`src/dmtp_pkg.sv`:
```
// Shared types and constants for the DNS message token parser.
// Holds the parse phase encoding, token kind codes and the token record.
// No dependencies.
`timescale 1ns / 1ps

package dmtp_pkg;

   // Token kind codes carried on the result channel.
   localparam logic [4:0] KIND_ID        = 5'd0;
   localparam logic [4:0] KIND_FLAGS     = 5'd1;
   localparam logic [4:0] KIND_QDCOUNT   = 5'd2;
   localparam logic [4:0] KIND_ANCOUNT   = 5'd3;
   localparam logic [4:0] KIND_NSCOUNT   = 5'd4;
   localparam logic [4:0] KIND_ARCOUNT   = 5'd5;
   localparam logic [4:0] KIND_NAME_CHAR = 5'd6;
   localparam logic [4:0] KIND_DOT       = 5'd7;
   localparam logic [4:0] KIND_NAME_END  = 5'd8;
   localparam logic [4:0] KIND_QTYPE     = 5'd9;
   localparam logic [4:0] KIND_QCLASS    = 5'd10;
   localparam logic [4:0] KIND_TYPE      = 5'd11;
   localparam logic [4:0] KIND_CLASS     = 5'd12;
   localparam logic [4:0] KIND_TTL       = 5'd13;
   localparam logic [4:0] KIND_RDLENGTH  = 5'd14;
   localparam logic [4:0] KIND_RDATA     = 5'd15;
   localparam logic [4:0] KIND_NONE      = 5'd16;

   // End status codes.
   localparam logic [1:0] STATUS_BUSY      = 2'd0;
   localparam logic [1:0] STATUS_COMPLETE  = 2'd1;
   localparam logic [1:0] STATUS_TRUNCATED = 2'd2;
   localparam logic [1:0] STATUS_NAME_LONG = 2'd3;

   // Record sections.
   localparam logic [1:0] SECT_QUESTION   = 2'd0;
   localparam logic [1:0] SECT_ANSWER     = 2'd1;
   localparam logic [1:0] SECT_AUTHORITY  = 2'd2;
   localparam logic [1:0] SECT_ADDITIONAL = 2'd3;

   // Configuration register indexes and reset value.
   localparam logic REG_MAX_NAME_LENGTH = 1'b0;
   localparam logic [7:0] MAX_NAME_LENGTH_RESET = 8'd255;

   // Label separator character is implied by the dot token; its ASCII code.
   localparam logic [7:0] DOT_CHAR = 8'h2E;

   // Parse phase, one-hot.
   typedef enum logic [14:0] {
      PH_ID      = 15'b000000000000001,
      PH_FLAGS   = 15'b000000000000010,
      PH_QDCOUNT = 15'b000000000000100,
      PH_ANCOUNT = 15'b000000000001000,
      PH_NSCOUNT = 15'b000000000010000,
      PH_ARCOUNT = 15'b000000000100000,
      PH_NAME    = 15'b000000001000000,
      PH_QTYPE   = 15'b000000010000000,
      PH_QCLASS  = 15'b000000100000000,
      PH_TYPE    = 15'b000001000000000,
      PH_CLASS   = 15'b000010000000000,
      PH_TTL     = 15'b000100000000000,
      PH_RDLEN   = 15'b001000000000000,
      PH_RDATA   = 15'b010000000000000,
      PH_DONE    = 15'b100000000000000
   } phase_type;

   // One result item.
   typedef struct packed {
      logic [4:0]  kind;
      logic [31:0] value;
      logic [1:0]  section;
      logic [1:0]  status;
   } token_type;

endpackage

```
`src/dmtp_core.sv`:
```
// Byte-level parse state and token generation for the DNS message token parser.
// One byte is consumed per accepted item; depends on dmtp_pkg.
`timescale 1ns / 1ps

module dmtp_core
   import dmtp_pkg::*;
(
   input  logic       clock,
   input  logic       reset,
   input  logic       accept,
   input  logic [7:0] data_byte,
   input  logic       last_byte,
   input  logic [7:0] max_name_length,
   output logic       token_have,
   output token_type  token
);

   phase_type   phase_ff, phase_in;
   logic [1:0]  field_idx_ff, field_idx_in;
   logic [23:0] acc_ff, acc_in;
   logic [15:0] q_left_ff, q_left_in;
   logic [15:0] an_left_ff, an_left_in;
   logic [15:0] ns_left_ff, ns_left_in;
   logic [15:0] ar_left_ff, ar_left_in;
   logic [1:0]  section_ff, section_in;
   logic [7:0]  name_cnt_ff, name_cnt_in;
   logic [7:0]  label_left_ff, label_left_in;
   logic [15:0] rdata_left_ff, rdata_left_in;
   logic        discard_ff, discard_in;

   logic        do_next;
   logic        name_err;
   logic        clear;
   logic        field_done;
   logic [15:0] half_value;

   assign half_value = {acc_ff[7:0], data_byte};

   // Next state and token for the byte at the input.
   always_comb begin
      phase_in      = phase_ff;
      field_idx_in  = field_idx_ff;
      acc_in        = acc_ff;
      q_left_in     = q_left_ff;
      an_left_in    = an_left_ff;
      ns_left_in    = ns_left_ff;
      ar_left_in    = ar_left_ff;
      section_in    = section_ff;
      name_cnt_in   = name_cnt_ff;
      label_left_in = label_left_ff;
      rdata_left_in = rdata_left_ff;
      discard_in    = discard_ff;
      token.kind    = KIND_NONE;
      token.value   = 32'd0;
      token.section = SECT_QUESTION;
      token.status  = STATUS_BUSY;
      token_have    = 1'b0;
      do_next       = 1'b0;
      name_err      = 1'b0;
      clear         = 1'b0;
      field_done    = 1'b0;

      if (discard_ff) begin
         clear = last_byte;
      end else begin
         // A field of two bytes is done on its second byte, the TTL on its fourth.
         field_done = (phase_ff == PH_TTL) ? (field_idx_ff == 2'd3) : (field_idx_ff == 2'd1);

         unique case (phase_ff)
            PH_ID, PH_FLAGS, PH_QDCOUNT, PH_ANCOUNT, PH_NSCOUNT, PH_ARCOUNT: begin
               if (field_done) begin
                  token_have   = 1'b1;
                  token.value  = {16'd0, half_value};
                  field_idx_in = 2'd0;
                  acc_in       = 24'd0;
                  unique case (phase_ff)
                     PH_ID: begin
                        token.kind = KIND_ID;
                        phase_in   = PH_FLAGS;
                     end
                     PH_FLAGS: begin
                        token.kind = KIND_FLAGS;
                        phase_in   = PH_QDCOUNT;
                     end
                     PH_QDCOUNT: begin
                        token.kind = KIND_QDCOUNT;
                        q_left_in  = half_value;
                        phase_in   = PH_ANCOUNT;
                     end
                     PH_ANCOUNT: begin
                        token.kind = KIND_ANCOUNT;
                        an_left_in = half_value;
                        phase_in   = PH_NSCOUNT;
                     end
                     PH_NSCOUNT: begin
                        token.kind = KIND_NSCOUNT;
                        ns_left_in = half_value;
                        phase_in   = PH_ARCOUNT;
                     end
                     default: begin
                        token.kind = KIND_ARCOUNT;
                        ar_left_in = half_value;
                        do_next    = 1'b1;
                     end
                  endcase
               end else begin
                  field_idx_in = field_idx_ff + 2'd1;
                  acc_in       = {acc_ff[15:0], data_byte};
               end
            end
            PH_NAME: begin
               token.section = section_ff;
               if (name_cnt_ff >= max_name_length) begin
                  name_err = 1'b1;
               end else if (label_left_ff != 8'd0) begin
                  token.kind    = KIND_NAME_CHAR;
                  token.value   = {24'd0, data_byte};
                  token_have    = 1'b1;
                  label_left_in = label_left_ff - 8'd1;
                  name_cnt_in   = name_cnt_ff + 8'd1;
               end else if (data_byte == 8'd0) begin
                  token.kind  = KIND_NAME_END;
                  token_have  = 1'b1;
                  name_cnt_in = 8'd0;
                  phase_in    = (section_ff == SECT_QUESTION) ? PH_QTYPE : PH_TYPE;
               end else begin
                  // A length byte after the first label starts a new label.
                  if (name_cnt_ff != 8'd0) begin
                     token.kind = KIND_DOT;
                     token_have = 1'b1;
                  end
                  label_left_in = data_byte;
                  name_cnt_in   = name_cnt_ff + 8'd1;
               end
            end
            PH_QTYPE, PH_QCLASS, PH_TYPE, PH_CLASS, PH_TTL, PH_RDLEN: begin
               token.section = section_ff;
               if (field_done) begin
                  token_have   = 1'b1;
                  field_idx_in = 2'd0;
                  acc_in       = 24'd0;
                  token.value  = (phase_ff == PH_TTL) ? {acc_ff, data_byte}
                                                      : {16'd0, half_value};
                  unique case (phase_ff)
                     PH_QTYPE: begin
                        token.kind = KIND_QTYPE;
                        phase_in   = PH_QCLASS;
                     end
                     PH_QCLASS: begin
                        token.kind = KIND_QCLASS;
                        do_next    = 1'b1;
                     end
                     PH_TYPE: begin
                        token.kind = KIND_TYPE;
                        phase_in   = PH_CLASS;
                     end
                     PH_CLASS: begin
                        token.kind = KIND_CLASS;
                        phase_in   = PH_TTL;
                     end
                     PH_TTL: begin
                        token.kind = KIND_TTL;
                        phase_in   = PH_RDLEN;
                     end
                     default: begin
                        token.kind    = KIND_RDLENGTH;
                        rdata_left_in = half_value;
                        if (half_value != 16'd0) begin
                           phase_in = PH_RDATA;
                        end else begin
                           do_next = 1'b1;
                        end
                     end
                  endcase
               end else begin
                  field_idx_in = field_idx_ff + 2'd1;
                  acc_in       = {acc_ff[15:0], data_byte};
               end
            end
            PH_RDATA: begin
               token.section = section_ff;
               token.kind    = KIND_RDATA;
               token.value   = {24'd0, data_byte};
               token_have    = 1'b1;
               rdata_left_in = rdata_left_ff - 16'd1;
               do_next       = (rdata_left_ff == 16'd1);
            end
            default: begin
               // Bytes after the last record are ignored.
            end
         endcase

         // Move to the next record, taking sections in order.
         if (do_next) begin
            name_cnt_in   = 8'd0;
            label_left_in = 8'd0;
            field_idx_in  = 2'd0;
            acc_in        = 24'd0;
            phase_in      = PH_NAME;
            priority if (q_left_in != 16'd0) begin
               q_left_in  = q_left_in - 16'd1;
               section_in = SECT_QUESTION;
            end else if (an_left_in != 16'd0) begin
               an_left_in = an_left_in - 16'd1;
               section_in = SECT_ANSWER;
            end else if (ns_left_in != 16'd0) begin
               ns_left_in = ns_left_in - 16'd1;
               section_in = SECT_AUTHORITY;
            end else if (ar_left_in != 16'd0) begin
               ar_left_in = ar_left_in - 16'd1;
               section_in = SECT_ADDITIONAL;
            end else begin
               phase_in = PH_DONE;
            end
         end

         // Rejected name, or end of the datagram.
         if (name_err) begin
            token.kind    = KIND_NONE;
            token.value   = 32'd0;
            token.section = SECT_QUESTION;
            token.status  = STATUS_NAME_LONG;
            token_have    = 1'b1;
            discard_in    = 1'b1;
            clear         = last_byte;
         end else if (last_byte) begin
            token.status = (phase_in == PH_DONE) ? STATUS_COMPLETE : STATUS_TRUNCATED;
            if (!token_have) begin
               token.kind    = KIND_NONE;
               token.value   = 32'd0;
               token.section = SECT_QUESTION;
            end
            token_have = 1'b1;
            clear      = 1'b1;
         end
      end

      // Return to the header for the next datagram.
      if (clear) begin
         phase_in      = PH_ID;
         field_idx_in  = 2'd0;
         acc_in        = 24'd0;
         q_left_in     = 16'd0;
         an_left_in    = 16'd0;
         ns_left_in    = 16'd0;
         ar_left_in    = 16'd0;
         section_in    = SECT_QUESTION;
         name_cnt_in   = 8'd0;
         label_left_in = 8'd0;
         rdata_left_in = 16'd0;
         discard_in    = 1'b0;
      end
   end

   // Parse state advances on each accepted item.
   always_ff @(posedge clock) begin
      if (reset) begin
         phase_ff      <= PH_ID;
         field_idx_ff  <= 2'd0;
         acc_ff        <= 24'd0;
         q_left_ff     <= 16'd0;
         an_left_ff    <= 16'd0;
         ns_left_ff    <= 16'd0;
         ar_left_ff    <= 16'd0;
         section_ff    <= SECT_QUESTION;
         name_cnt_ff   <= 8'd0;
         label_left_ff <= 8'd0;
         rdata_left_ff <= 16'd0;
         discard_ff    <= 1'b0;
      end else if (accept) begin
         phase_ff      <= phase_in;
         field_idx_ff  <= field_idx_in;
         acc_ff        <= acc_in;
         q_left_ff     <= q_left_in;
         an_left_ff    <= an_left_in;
         ns_left_ff    <= ns_left_in;
         ar_left_ff    <= ar_left_in;
         section_ff    <= section_in;
         name_cnt_ff   <= name_cnt_in;
         label_left_ff <= label_left_in;
         rdata_left_ff <= rdata_left_in;
         discard_ff    <= discard_in;
      end
   end

`ifndef SYNTHESIS
   // The final byte always returns the parser to the header.
   a_last_clears : assert property (@(posedge clock) disable iff (reset)
      accept && last_byte |=> phase_ff == PH_ID && !discard_ff)
      else $error("final byte did not clear the parse state");

   // Nothing comes out while the rest of a datagram is dropped.
   a_discard_quiet : assert property (@(posedge clock) disable iff (reset)
      discard_ff |-> !token_have)
      else $error("token produced while discarding");

   // A name that reaches the limit starts discarding unless the datagram ends.
   a_err_discards : assert property (@(posedge clock) disable iff (reset)
      accept && token_have && token.status == STATUS_NAME_LONG && !last_byte
      |=> discard_ff)
      else $error("rejected name did not start discarding");
`endif

endmodule

```
`src/dmtp_skid.sv`:
```
// Output register with a skid stage for the token channel.
// Lets the parser take a byte while a token waits; depends on dmtp_pkg.
`timescale 1ns / 1ps

module dmtp_skid
   import dmtp_pkg::*;
(
   input  logic      clock,
   input  logic      reset,
   input  logic      in_valid,
   input  token_type in_token,
   output logic      in_ready,
   output logic      out_valid,
   input  logic      out_ready,
   output token_type out_token
);

   logic      main_valid_ff;
   logic      skid_valid_ff;
   token_type main_ff;
   token_type skid_ff;
   logic      main_free;

   assign in_ready  = !skid_valid_ff;
   assign out_valid = main_valid_ff;
   assign out_token = main_ff;
   assign main_free = !main_valid_ff || out_ready;

   // Control: the skid stage fills only when the main stage is held.
   always_ff @(posedge clock) begin
      if (reset) begin
         main_valid_ff <= 1'b0;
         skid_valid_ff <= 1'b0;
      end else if (main_free) begin
         main_valid_ff <= skid_valid_ff || in_valid;
         skid_valid_ff <= 1'b0;
      end else if (in_valid) begin
         skid_valid_ff <= 1'b1;
      end
   end

   // Payload.
   always_ff @(posedge clock) begin
      if (main_free) begin
         main_ff <= skid_valid_ff ? skid_ff : in_token;
      end else if (in_valid && !skid_valid_ff) begin
         skid_ff <= in_token;
      end
   end

`ifndef SYNTHESIS
   // The skid stage is only ever occupied behind a held main stage.
   a_skid_behind_main : assert property (@(posedge clock) disable iff (reset)
      skid_valid_ff |-> main_valid_ff)
      else $error("skid stage full with main stage empty");

   // A held skid token stays until the main stage moves.
   a_skid_holds : assert property (@(posedge clock) disable iff (reset)
      skid_valid_ff && !out_ready |=> skid_valid_ff && $stable(skid_ff))
      else $error("skid token lost while stalled");

   // No new token is offered while the skid stage is full.
   a_no_overrun : assert property (@(posedge clock) disable iff (reset)
      skid_valid_ff |-> !in_ready)
      else $error("input taken with skid stage full");
`endif

endmodule

```
`src/dns_message_token_parser.sv`:
```
// Top level of the DNS message token parser: stream ports, register port.
// Instantiates dmtp_core and dmtp_skid; depends on dmtp_pkg.
`timescale 1ns / 1ps

// Usage:
// A datagram enters on the req_ channel one byte per item, req_tlast set on
// its final byte. Tokens leave on the rsp_ channel: the kind in rsp_tuser,
// the value, record section and end status in rsp_tdata. A byte yields at
// most one token; a name's first length byte, early field bytes and bytes
// after the last record yield none. The final byte yields one carrying the
// status unless the datagram is dropped after a rejected name. The block
// takes one byte per cycle while req_tready is high. When the receiver
// stalls, one token waits in the output register and one more in a skid
// stage; req_tready drops only once that skid stage is full. Reset clears
// the parse state, both output stages and sets max_name_length to 255. The
// register is to be written over the csr_ port only while no datagram is in
// flight, which the block does not enforce; it is kept between datagrams.
module dns_message_token_parser
   import dmtp_pkg::*;
(
   input  logic        clock,
   input  logic        reset,
   // Input byte stream.
   input  logic        req_tvalid,
   output logic        req_tready,
   input  logic [7:0]  req_tdata,   // [7:0] data_byte
   input  logic        req_tlast,   // last_byte
   // Token stream.
   output logic        rsp_tvalid,
   input  logic        rsp_tready,
   output logic [39:0] rsp_tdata,   // [31:0] token_value, [33:32] record_section,
                                    // [35:34] end_status, [39:36] zero
   output logic [4:0]  rsp_tuser,   // [4:0] token_kind
   // Register port.
   input  logic        csr_psel,
   input  logic        csr_penable,
   input  logic        csr_pwrite,
   input  logic [2:0]  csr_paddr,
   input  logic [31:0] csr_pwdata,
   output logic [31:0] csr_prdata,
   output logic        csr_pready
);

   logic       max_len_write;
   logic [7:0] max_name_length_ff;
   logic       accept;
   logic       token_have;
   token_type  token;
   token_type  out_token;

   assign accept = req_tvalid && req_tready;

   // Register write and read.
   assign csr_pready = 1'b1;
   assign csr_prdata = (csr_paddr[2] == REG_MAX_NAME_LENGTH) ? {24'd0, max_name_length_ff}
                                                            : 32'd0;
   assign max_len_write = csr_psel && csr_penable && csr_pwrite && csr_pready
                          && (csr_paddr[2] == REG_MAX_NAME_LENGTH);

   always_ff @(posedge clock) begin
      if (reset) begin
         max_name_length_ff <= MAX_NAME_LENGTH_RESET;
      end else if (max_len_write) begin
         max_name_length_ff <= csr_pwdata[7:0];
      end
   end

   dmtp_core u_core (
      .clock           (clock),
      .reset           (reset),
      .accept          (accept),
      .data_byte       (req_tdata),
      .last_byte       (req_tlast),
      .max_name_length (max_name_length_ff),
      .token_have      (token_have),
      .token           (token)
   );

   dmtp_skid u_skid (
      .clock     (clock),
      .reset     (reset),
      .in_valid  (accept && token_have),
      .in_token  (token),
      .in_ready  (req_tready),
      .out_valid (rsp_tvalid),
      .out_ready (rsp_tready),
      .out_token (out_token)
   );

   // Pack the token onto the result ports.
   assign rsp_tuser = out_token.kind;
   assign rsp_tdata = {4'd0, out_token.status, out_token.section, out_token.value};

`ifndef SYNTHESIS
   // Reset leaves no token on the output.
   a_reset_empty : assert property (@(posedge clock)
      reset |=> !rsp_tvalid)
      else $error("token visible after reset");

   // Only a rejected name or a final byte carries a nonzero status.
   a_status_kind : assert property (@(posedge clock) disable iff (reset)
      rsp_tvalid && out_token.status == STATUS_NAME_LONG |-> out_token.kind == KIND_NONE)
      else $error("name error status on a data token");

   // A token of kind none never carries a section.
   a_none_section : assert property (@(posedge clock) disable iff (reset)
      rsp_tvalid && out_token.kind == KIND_NONE |-> out_token.section == SECT_QUESTION)
      else $error("kind none with a section");
`endif

endmodule
```
`config.mk`:
```
export PLATFORM = sky130hd
export DESIGN_NAME = dns_message_token_parser
export DESIGN_NICKNAME = d
export VERILOG_FILES = /design/src/dmtp_pkg.sv /design/src/dmtp_core.sv /design/src/dmtp_skid.sv /design/src/dns_message_token_parser.sv
export SDC_FILE = /design/constraint.sdc
export NUM_CORES = 1
export LEC_CHECK = 0
export BUFFER_PORTS_ARGS = -buffer_cell sky130_fd_sc_hd__buf_4
export CAP_MARGIN = 0
export CORE_AREA = 2 2 172 174
export CTS_BUF_LIST = sky130_fd_sc_hd__clkbuf_8
export DETAILED_ROUTE_END_ITERATION = 8
export DIE_AREA = 0 0 174 176
export PLACE_DENSITY_LB_ADDON = 0.12
export RECOVER_POWER = 100
export REMOVE_ABC_BUFFERS = 1
export SLEW_MARGIN = 0
export SYNTH_ARGS = -nofsm -noshare
export SYNTH_HDL_FRONTEND = slang
export SYNTH_HIERARCHICAL = 1
export SYNTH_SLANG_ARGS = --single-unit
```
`constraint.sdc`:
```
create_clock -name clock -period 9.16 [get_ports clock]
set_input_delay 0.916 -clock clock [delete_from_list [all_inputs] [get_ports clock]]
set_output_delay 0.916 -clock clock [all_outputs]
set_load 0.05 [all_outputs]
```
==> results.md <==
- Status: finished, violations left
- Failing checks: capacitance limit, slew limit
- CP Data Required Time: 9470 ps
- Die Height: 176 um
- Synth top area cells: dfxtp_1 (21%), edfxtp_1 (17%), nor2_1 (5.4%), mux2_4 (3.9%), nand2_1 (3.7%)
- Slew margin rel.: -77.5%
- Hold_buf cts: 0
- Post-synth cell types: 92
- Post-DR wirelength/cell: 20.8 um
- Crit-path cells: or4_1 > nor3_1 > nor4_2 > clkbuf_1 > mux2i_1 > ha_1 > or4b_2 > nor4_1 > o41ai_1 > o22ai_1 > nand2_1 > nor3b_1 > nand2_1 > a221oi_1 > nor2_1 > mux2_1
- Overall Power: 2.30 mW
- EDFF count, synth: 82
- DPL Wire Length: 29.1 mm
- Max cap viols: 5
- Final setup TNS: 0 ps
- Critical path class: flip-flop to flip-flop
- Crit path launch type: flip-flop
- I/O Pins: 131
- HP Class: flip-flop to flip-flop
- Core region area: 0.0285 sq mm
- Vias per inst: 6.24
- Hold Worst Slack: 467 ps
- Post-Place Worst Slack: 3130 ps
- Crit-path slowest cell: or4_1
- Mapped cell area: 0.0142 sq mm
- Total grt overflow: 0
- Max Slew Vio Count: 196
- Element type at the critical path end: flip-flop
- Tcrit/Tclk final: 72.7%
- Vias: 13100
- Yosys top cell area share: 21.1%
- Final hold violation count: 0
- I/O Buffers: 75
- Aggregate routed wire length: 43.7 mm
- Buffer depth of the longest clock path: 3
- Most frequent CP cell: nand2_1
- Global placer's final weighted congestion: 1.00
- Area delta synth->final: 7.47%
- Commonest non-fill, non-tap cells in the layout: nor2_1 (204), dfxtp_1 (149), nand2_1 (142)
- Die Width: 174 um
- F_max: 150 MHz
- RSZ-0062 raised after global routing: no
- Clock sinks: 232
- Clock skew: 23.3 ps
- Peak VDD IR: 0.000110 V
- Final setup margin: 2500 ps
- Max stage delay on crit path: 790 ps
- YS warnings: 6
- Sequential element share of the synthesized area: 38.4%
- Cell Pwr Density: 151 mW/mm^2
- Rows: 62
- Crit path DAT: 6970 ps
- Asr flop ratio synth: 0%
- Postcts setup bufs: 0
- Area leader, netlist: dfxtp_1
- Top_reg_cell synth: dfxtp_1
- Design area: 0.0153 sq mm
- Initial core utilization: 49.9%
- Clk pin slew, worst setup/hold paths: 80 ps
- Largest net degree at the start of global routing: 59
- Detailed-route DRC error count: 0
- Fraction of layout cells with a size suffix above 1: 9.17%
- H-tree Lvls: 2
- Commonest non-fill, non-tap cell in the layout: nor2_1
- Lkg Pwr: 5.87 nW
- Crit path max fanout: 15
- CTS Buf Count: 42
- Worst slew pin tran: 2660 ps
- Global-route wire length before repair: 67.6 mm
- Final setup fails: 0
- Syn_area_per_cell: 8.67 sq um
- Total die area: 0.0306 sq mm
- Post-synthesis register bit count: 232
- DP Area: 0.0149 sq mm
- Initial antenna violation count: 0
- # diodes: 0
- Vias in the first global route: 11900
- Post-route ant nets: 0
- GRT Util Overall: 27.6%
- Clock Latency Late Sink: 570 ps
- Post-layout net count: 1753
- DRT Pass-1 Iters: 5
- TritonCTS clock tree: built
- CTS resizes: 0
- Syn Inst Count: 1641
- Initial drt markers: 1029
- Clock Root Buffer: clkbuf_8
- Tmin final: 6660 ps
[sequential cells by signal (all words and copies together), names as in the netlist, 2 cells and up]
register              cells
u_core/acc_ff            24
u_core/ns_left_ff        16
u_core/name_cnt_ff        8
u_core/ar_left_ff        16
max_name_length_ff        8
u_core/rdata_left_ff     16
u_core/section_ff         2
u_core/field_idx_ff       2
u_core/q_left_ff         16
u_core/an_left_ff        16
u_skid/out_token         41
u_core/phase_ff          15
u_skid/skid_ff           41
u_core/label_left_ff      8
[cell usage after synthesis (13+ instances only)]
library cell  number
mux2_4            37
nand3_1           62
or3_1             32
nor4_1            27
xnor2_1           19
nor3_1            53
ha_1              21
dfxtp_1          150
xor2_1            16
a32oi_1           18
mux2i_1           35
or4_1             24
edfxtp_1          82
nand4_1           23
nand2_1          140
a31oi_1           15
a21o_1            14
inv_1             29
a21oi_1           86
buf_4             30
and2_1            37
and3_1            24
o21ai_0           92
a22oi_1           35
clkbuf_1          89
nor2_1           206
nor4b_1           13
[final timing paths]
path | start | endpoint | slack [ps] | cells past startpoint
worst max-delay path | u_core/phase_ff[1]$_SDFFE_PP0P_ | u_skid/out_token[1]$_DFFE_PP_ | 2500 | 16
worst min-delay path | u_core/an_left_ff[5]$_SDFFE_PP0P_ | u_core/an_left_ff[5]$_SDFFE_PP0P_ | 470 | 1
worst max register to register | u_core/phase_ff[1]$_SDFFE_PP0P_ | u_skid/out_token[1]$_DFFE_PP_ | 2500 | 16
worst min register to register | u_core/an_left_ff[5]$_SDFFE_PP0P_ | u_core/an_left_ff[5]$_SDFFE_PP0P_ | 470 | 1
[power by group]
| part | internal (mW) | leakage (nW) | switching (mW) |
|---|---|---|---|
| Combinational | 0.0544 | 3.34 | 0.200 |
| Sequential | 1.08 | 2.04 | 0.0102 |
| Clock | 0.509 | 0.483 | 0.449 |
| Total | 1.65 | 5.87 | 0.659 |
[critical path, delay by kind of cell, from the launching register on]
kind,cells,cell delay [ps]
flip-flops,1,440
adder cells (fa/ha/maj),1,270
AO/OA/AOI/OAI,3,1130
buffers and inverters,1,380
multiplexers,2,730
AND/OR/NAND/NOR,9,3470
[metrics by stage]
stage / std cells / utilization [%]
finish: 2096 / 53.6
detailed placement: 2021 / 52.4
global route: 2096 / 53.6
CTS: 2096 / 55.2
floorplan: 1530 / -
global placement: 2021 / 52.4
[cell families after synthesis]
logic type / count (synthesis) / synth area share [%]
AND/OR/NAND/NOR: 721 / 26.3
AO/OA/AOI/OAI: 378 / 18.0
flip-flops: 232 / 38.4
buffers and inverters: 168 / 5.89
multiplexers: 84 / 7.33
XOR/XNOR: 35 / 2.15
adder cells (fa/ha/maj): 21 / 1.85
other: 2 / 0.0528
[routing by layer]
metal,track usage [%],wire length (um),vias to the layer above,share of wire (%)
met1,37.9,18900,6224,43
met4,10.6,1680,0,3.8
met2,44.3,19600,614,45
met5,0,0,-,0
met3,3.92,3460,115,7.9
li1,-,-,6134,-
[area by class of cell]
class,count,area (sq um)
Clock buffer,48,661
Clock inverter,27,155
Fill cell,2785,13300
Inverter,30,113
Multi-Input combinational cell,1268,7840
Sequential cell,232,5470
Tap cell,384,480
Timing Repair Buffer,107,586
(Power assumes the default switching activity.)
